## src/sv/htser_pkg.sv

```systemverilog
package htser_pkg;

	localparam int DEF_MAX_TABLE_BYTES = 4096;
	localparam int DEF_ENTRY_SLOTS     = 128;
	localparam int ENTRY_OVERHEAD      = 32;
	localparam int LEN_W               = 16;
	localparam int COST_W              = 18;
	localparam int IDX_W               = 32;
	localparam int BYTES_OUT_W         = 13;
	localparam int ENTRIES_OUT_W       = 8;
	localparam int S_TDATA_W           = 96;
	localparam int M_TDATA_W           = 152;

	localparam logic [1:0] FN_INSERT  = 2'd0;
	localparam logic [1:0] FN_SET_CAP = 2'd1;
	localparam logic [1:0] FN_GET     = 2'd2;

	typedef enum logic [2:0] {
		ST_IDLE,
		ST_DECIDE,
		ST_EVLOOP,
		ST_EVSUB,
		ST_WRITE,
		ST_GETCHK,
		ST_GETRD,
		ST_DONE
	} state_t;

	typedef struct packed {
		logic load;
		logic set_cap;
		logic clear;
		logic rd_en;
		logic rd_slot;
		logic evict;
		logic write;
		logic calc_off;
		logic get_hit;
		logic get_miss;
		logic out_load;
	} cmd_t;

	typedef struct packed {
		logic [1:0] func;
		logic       oversize;
		logic       cap_zero;
		logic       need_evict;
		logic       off_in;
		logic       out_free;
	} stat_t;

endpackage

```

## src/sv/htser_dp.sv

```systemverilog
module htser_dp
	import htser_pkg::*;
#(
	parameter int MAX_TABLE_BYTES = DEF_MAX_TABLE_BYTES,
	parameter int ENTRY_SLOTS     = DEF_ENTRY_SLOTS
) (
	input  logic                   clk,
	input  logic                   arst_n,
	input  cmd_t                   cmd,
	output stat_t                  stat,
	input  logic [1:0]             in_func,
	input  logic [LEN_W-1:0]       in_name_len,
	input  logic [LEN_W-1:0]       in_value_len,
	input  logic [IDX_W-1:0]       in_new_capacity,
	input  logic [IDX_W-1:0]       in_lookup_index,
	input  logic                   out_ready,
	output logic                   out_valid,
	output logic                   out_status,
	output logic [M_TDATA_W-1:0]   out_data
);

	localparam int UW = $clog2(MAX_TABLE_BYTES + 1);
	localparam int EW = ((UW > COST_W) ? UW : COST_W) + 1;
	localparam int LW = $clog2(ENTRY_SLOTS + 1);
	localparam int AW = $clog2(ENTRY_SLOTS);
	localparam int SW = LW + 1;

	logic [2*LEN_W-1:0] mem [ENTRY_SLOTS];
	logic [2*LEN_W-1:0] rd_q;

	logic [1:0]        func_q;
	logic [LEN_W-1:0]  name_q;
	logic [LEN_W-1:0]  value_q;
	logic [COST_W-1:0] cost_q;
	logic [UW-1:0]     ncap_q;
	logic [IDX_W-1:0]  idx_q;
	logic [IDX_W-1:0]  off_q;

	logic [AW-1:0]     oldest_q;
	logic [AW-1:0]     next_q;
	logic [LW-1:0]     live_q;
	logic [UW-1:0]     used_q;
	logic [UW-1:0]     cap_q;
	logic [IDX_W-1:0]  ins_q;
	logic [IDX_W-1:0]  drop_q;

	logic              status_q;
	logic [IDX_W-1:0]  assigned_q;
	logic [LEN_W-1:0]  fname_q;
	logic [LEN_W-1:0]  fvalue_q;

	logic              out_valid_q;
	logic              out_status_q;
	logic [M_TDATA_W-1:0] out_data_q;

	logic [COST_W-1:0] in_cost;
	logic [UW-1:0]     in_cap;
	logic [EW-1:0]     add_ext;
	logic              size_over;
	logic              slots_full;
	logic [SW-1:0]     slot_sum;
	logic [AW-1:0]     get_slot;
	logic [AW-1:0]     rd_addr;
	logic [COST_W-1:0] ev_cost;
	logic [AW-1:0]     oldest_inc;
	logic [AW-1:0]     next_inc;
	logic [31:0]       used_ext;
	logic [31:0]       live_ext;

	assign in_cost = COST_W'(in_name_len) + COST_W'(in_value_len)
		+ COST_W'(ENTRY_OVERHEAD);
	assign in_cap  = (in_new_capacity > IDX_W'(MAX_TABLE_BYTES)) ?
		UW'(MAX_TABLE_BYTES) : UW'(in_new_capacity);

	assign add_ext    = (func_q == FN_INSERT) ? EW'(cost_q) : '0;
	assign size_over  = (EW'(used_q) + add_ext) > EW'(cap_q);
	assign slots_full = (func_q == FN_INSERT) && (live_q == LW'(ENTRY_SLOTS));

	assign slot_sum = SW'(oldest_q) + SW'(off_q[LW-1:0]);
	assign get_slot = (slot_sum >= SW'(ENTRY_SLOTS)) ?
		AW'(slot_sum - SW'(ENTRY_SLOTS)) : AW'(slot_sum);
	assign rd_addr  = cmd.rd_slot ? get_slot : oldest_q;

	assign ev_cost    = COST_W'(rd_q[LEN_W-1:0]) + COST_W'(rd_q[2*LEN_W-1:LEN_W])
		+ COST_W'(ENTRY_OVERHEAD);
	assign oldest_inc = (oldest_q == AW'(ENTRY_SLOTS - 1)) ? '0 : oldest_q + 1'b1;
	assign next_inc   = (next_q == AW'(ENTRY_SLOTS - 1)) ? '0 : next_q + 1'b1;

	assign stat.func       = func_q;
	assign stat.oversize   = EW'(cost_q) > EW'(cap_q);
	assign stat.cap_zero   = (ncap_q == '0);
	assign stat.need_evict = (live_q != '0) && (size_over || slots_full);
	assign stat.off_in     = off_q < IDX_W'(live_q);
	assign stat.out_free   = !out_valid_q || out_ready;

	always_ff @(posedge clk) begin
		if (cmd.write) begin
			mem[next_q] <= {value_q, name_q};
		end
		if (cmd.rd_en) begin
			rd_q <= mem[rd_addr];
		end
	end

	always_ff @(posedge clk) begin
		if (cmd.load) begin
			func_q  <= in_func;
			name_q  <= in_name_len;
			value_q <= in_value_len;
			cost_q  <= in_cost;
			ncap_q  <= in_cap;
			idx_q   <= in_lookup_index;
		end
		if (cmd.calc_off) begin
			off_q <= idx_q - drop_q;
		end
	end

	always_ff @(posedge clk) begin
		if (cmd.load) begin
			status_q   <= 1'b0;
			assigned_q <= '0;
			fname_q    <= '0;
			fvalue_q   <= '0;
		end else begin
			if (cmd.get_miss) begin
				status_q <= 1'b1;
			end
			if (cmd.get_hit) begin
				fname_q  <= rd_q[LEN_W-1:0];
				fvalue_q <= rd_q[2*LEN_W-1:LEN_W];
			end
			if (cmd.write) begin
				assigned_q <= ins_q;
			end
		end
	end

	always_ff @(posedge clk or negedge arst_n) begin
		if (!arst_n) begin
			oldest_q <= '0;
			next_q   <= '0;
			live_q   <= '0;
			used_q   <= '0;
			cap_q    <= '0;
			ins_q    <= '0;
			drop_q   <= '0;
		end else begin
			if (cmd.set_cap) begin
				cap_q <= ncap_q;
			end
			if (cmd.clear) begin
				drop_q   <= drop_q + IDX_W'(live_q);
				oldest_q <= '0;
				next_q   <= '0;
				live_q   <= '0;
				used_q   <= '0;
			end else if (cmd.evict) begin
				used_q   <= (EW'(ev_cost) > EW'(used_q)) ? '0 : UW'(EW'(used_q) - EW'(ev_cost));
				oldest_q <= oldest_inc;
				live_q   <= live_q - 1'b1;
				drop_q   <= drop_q + 1'b1;
			end else if (cmd.write) begin
				next_q <= next_inc;
				live_q <= live_q + 1'b1;
				used_q <= UW'(EW'(used_q) + EW'(cost_q));
				ins_q  <= ins_q + 1'b1;
			end
		end
	end

	assign used_ext = 32'(used_q);
	assign live_ext = 32'(live_q);

	always_ff @(posedge clk or negedge arst_n) begin
		if (!arst_n) begin
			out_valid_q <= 1'b0;
		end else if (cmd.out_load) begin
			out_valid_q <= 1'b1;
		end else if (out_ready) begin
			out_valid_q <= 1'b0;
		end
	end

	always_ff @(posedge clk) begin
		if (cmd.out_load) begin
			out_status_q <= status_q;
			out_data_q   <= {3'b000, drop_q, ins_q, live_ext[ENTRIES_OUT_W-1:0],
				used_ext[BYTES_OUT_W-1:0], fvalue_q, fname_q, assigned_q};
		end
	end

	assign out_valid  = out_valid_q;
	assign out_status = out_status_q;
	assign out_data   = out_data_q;

endmodule

```

## config.mk

```make
export PLATFORM = sky130hd
export DESIGN_NAME = htser_dp
export DESIGN_NICKNAME = d
export VERILOG_FILES = /design/src/sv/htser_pkg.sv /design/src/sv/htser_dp.sv
export SDC_FILE = /design/constraint.sdc
export NUM_CORES = 2
export LEC_CHECK = 0
export ABC_CLOCK_PERIOD_IN_PS = 4650
export BUFFER_PORTS_ARGS = -buffer_cell sky130_fd_sc_hd__buf_2
export CAP_MARGIN = 10
export CORE_ASPECT_RATIO = 0.7
export CORE_MARGIN = 5
export CORE_UTILIZATION = 57
export DETAILED_ROUTE_END_ITERATION = 10
export PLACE_DENSITY = 0.76
export SLEW_MARGIN = 20
export SYNTH_ARGS = -nofsm -noshare
export SYNTH_HDL_FRONTEND = slang
export SYNTH_SLANG_ARGS = --single-unit
export TNS_END_PERCENT = 100
```

## constraint.sdc

```tcl
create_clock -name clk -period 4.65 [get_ports clk]
set_clock_uncertainty 0.2 [all_clocks]
set_input_delay 0.2325 -clock clk [delete_from_list [all_inputs] [get_ports clk]]
set_output_delay 0.2325 -clock clk [all_outputs]
set_load 0.01 [all_outputs]
```

==> results.ini <==
[placement]
gp_congestion=0.938
numPortBuffers=269
placed_cells=13900
dpl.hpwl_um=291000

[yosys]
syn-cell-area_um2=182000
synthXorXnorAreaFrac_pct=0.791
ys_seq_elements=4585
ys.flop_type=edfxtp_1
synthSimpleGateAreaFrac_pct=4.76
synthTopCellsByArea=edfxtp_1 (73%), mux4_2 (13%), nand2_1 (2.1%)
synthCells=9331
syn_area_per_cell_um2=19.5
synth_top_family_by_area=multiplexers
synth_fa_ha_area_share_pct=1.47
synthArstFlopShare_pct=2.46
ys_seq_area_share_pct=75.1
synth_top_cell_by_area=edfxtp_1
yosysTopAreaCellShare_pct=72.9
synth_edf_count=4407
synthMuxAreaShare_pct=13.5
synth-compound-area-share_pct=2.69
yosysUniqueCellTypes=73
yosys_warnings=0

[floorplanning]
io_pins=273
start_util_pct=57.2
dieWidth_um=685
fp.dieArea_um2=330000
core_area_um2=317000
dieHeight_um=482
rows=173

[critical_path]
cp.arrival_ns=4.59
worstPathRequired_ns=4.22
cp-start-kind=flop
worst_path_most_repeated_cell=nor2_2
slowest_delay_ns=0.39
cp-end-kind=output pin
crit_family=compound AO/OA/AOI/OAI gates
path_max_fanout=3
critPathKind=reg2out
path_buf_inv=2
crit_chain=buf_4 > nor3_2 > ha_2 > fa_2 > a211oi_2 > nor2_2 > nor2_2 > o31ai_2 > a31o_2 > o41a_1 > xor2_1 > ha_1 > nand4_1 > nor4_2 > a211oi_1 > a2111oi_2 > a31oi_1 > buf_2
cp_slowest_cell=edfxtp_1

[power]
power.internal_uw=77300
p_leak_uw=0.0701
finalPower_uw=111000
netSwitchingFraction_pct=30.0
pwr-share-seq_pct=42.6
ir_drop_mv=0.490
combPwrFrac_pct=26.1
powerDensity_nw_per_um2=529
p_clk_share_pct=31.2
p_sw_uw=33200

[finish]
drive_above_1_share_pct=25.7
stdcell_count=14900
nets=10700
syn_to_final_growth_pct=15.0
n_fill_cell=19600
final_util_pct=65.8

[sta]
slew_violations=0
rsz0062_at_grt=true
hold_viol=0
tightestPinTransition_ns=1.21
fmax_mhz=199
slew_headroom_pct=19.1
fin_crit_sh_pct=108
post-route-min-period_ns=5.02
layout_setup_ws_ns=-0.374
setup-violations-final=1

[route]
drc_errors=0
drtAntennaViolNets=0
avgRoutedWirePerCell_um=34.1
vias=101000
vias_per_cell=6.77
wirelength_um=507000
firstDrtPassIters=8
drt-initial-drc-count=19300

[global_route]
grt_pass1_vias=100000
grt_start_max_net_pins=129
grt_pass1_wl_um=727000
grtUsageTotal_pct=30.6
antenna_found_initial=34
grt-ovfl-total=0

[min_path]
min_path_type=in2reg

[clock_network]
clock-sinks=4585
cts-root-buf=clkbuf_16
cts_buffers=405
cts_max_level=5
clkTransAtPathRegs_ns=0.07
worstSkewPairLatency_ns=0.95
clock_path_buffers=4
cts_tree=yes

[outcome]
status=finished with violations
violations=negative setup slack

[run]
max-cap-violations=0

cell type report:
| class | count | area (um2) | area share, % |
|---|---|---|---|
| inverters | 122 | 458 | 0.219 |
| repair buffers | 1112 | 9690 | 4.64 |
| clock buffers | 490 | 10800 | 5.16 |
| flip-flops and latches | 4585 | 136000 | 65.4 |
| multi-input cells | 4132 | 43500 | 20.8 |
| clock inverters | 247 | 2670 | 1.28 |
| well taps | 4200 | 5260 | 2.52 |
| diodes | 10 | 25.0 | 0.0120 |
cell families after synthesis:
family                   Yosys count
AO/OA/AOI/OAI                    664
AND/OR/NAND/NOR                 1923
buffers and inverters            616
flip-flops                      4585
adder cells (fa/ha/maj)          208
multiplexers                    1170
other                              1
XOR/XNOR                         164
path summary, 6_finish.rpt:
| kind | startpoint | to | slack, ns | cells after the start |
|---|---|---|---|---|
| worst max-delay path | func_q[0] | stat[2] | -0.37 | 18 |
| worst min-delay path | in_new_capacity[23] | ncap_q[12] | 0.12 | 5 |
| worst max register to register | off_q[0] | rd_q[6] | 0 | 12 |
| worst min register to register | assigned_q[14] | out_data[14] | 0.23 | 0 |
| max in group asynchronous | arst_n | ins_q[29] | 3.47 | 4 |
| min in group asynchronous | arst_n | used_q[2] | 0.31 | 4 |
registers in the layout, indices dropped and copies added, names as in the netlist, 32 cells and up:
name,flops
assigned_q,32
drop_q,32
idx_q,32
ins_q,32
mem,4096
off_q,32
out_data,149
rd_q,32
power groups by stage:
stage          logic [uW]  registers (uW)  clock network, uW
6_report            28900           47100              34500
5_1_grt             30200           47100              36500
4_1_cts             28000           47100              34700
3_5_place_dp        27500           48000                  0
3_3_place_gp        27200           48000                  0
2_1_floorplan       16000           48200                  0
Yosys cell counts (all sizes together), types with 5 or more instances:
| library cell | count |
|---|---|
| a2111oi | 6 |
| or3b | 33 |
| or3 | 7 |
| buf | 287 |
| and3 | 206 |
| nor4 | 33 |
| nor3 | 29 |
| fa | 9 |
| nand2b | 25 |
| a31oi | 13 |
| o21ai | 72 |
| dfxtp | 65 |
| edfxtp | 4407 |
| clkbuf | 207 |
| nor2b | 26 |
| xor2 | 42 |
| a311oi | 192 |
| xnor2 | 122 |
| dfrtp | 113 |
| o21bai | 16 |
| a22o | 5 |
| o311ai | 33 |
| mux4 | 1024 |
| inv | 122 |
| mux2i | 142 |
| nand3 | 179 |
| ha | 199 |
| o31ai | 41 |
| and4 | 7 |
| a21o | 43 |
| nand2 | 1017 |
| nand4 | 23 |
| a211oi | 82 |
| a31o | 5 |
| o211ai | 5 |
| o22ai | 13 |
| or2 | 5 |
| a21oi | 92 |
| a21boi | 7 |
| and2 | 39 |
| nor2 | 282 |
| o21a | 15 |
worst min-delay path: stages:
cell and delay, ns:
buf_2 0.08, nor4_1 0.04, nand2_1 0.06, or4_1 0.13, dlygate4sd3_1 0.59
metrics by stage:
step                hold WS (ns)  TNS, ns  instance area, um2  setup WS, ns
global route              0.0861   -0.625              209000        -0.605
detailed placement         0.170   -0.742              193000        -0.408
CTS                       0.0361   -0.625              209000        -0.625
floorplan                 -0.263        0              182000         0.540
global placement           0.155   -0.645              193000        -0.434
finish                     0.123   -0.374              209000        -0.374
cell usage in the layout, fill, tap and decap left out, types with 78 or more instances in the layout:
cell type      count
nand2_1         1013
dlygate4sd3_1    189
and3_1           206
clkinv_2          78
buf_2            265
nand3_1          176
clkbuf_16        417
buf_4            532
mux2i_1          139
a311oi_1         184
xnor2_1          121
ha_1             198
a21oi_1           87
mux4_2          1024
inv_1            121
dfrtp_1          113
nor2_1           158
edfxtp_1        4407
nor2_4           121
buf_12           114
per-layer routing:
metal / up-vias / share of wire [%] / track usage (%)
met5: - / 0.043 / 0.283
met4: 16 / 3.6 / 9.76
met3: 1043 / 17 / 11.1
met2: 8225 / 44 / 44.5
met1: 51700 / 35 / 43.8
li1: 39900 / - / -
what timing repair did:
| item | CTS | global route |
|---|---|---|
| setup buffers | 6 | 7 |
| endpoints found under the setup margin | 7 | 24 |
| cloned | 0 | 1 |
| pin swaps | 13 | 9 |
| hold buffers | 190 | 0 |
| hold endpoints to repair | 600 | 0 |
| gates resized for setup | 17 | 27 |
No activity file was read; power rests on OpenSTA's default activity.
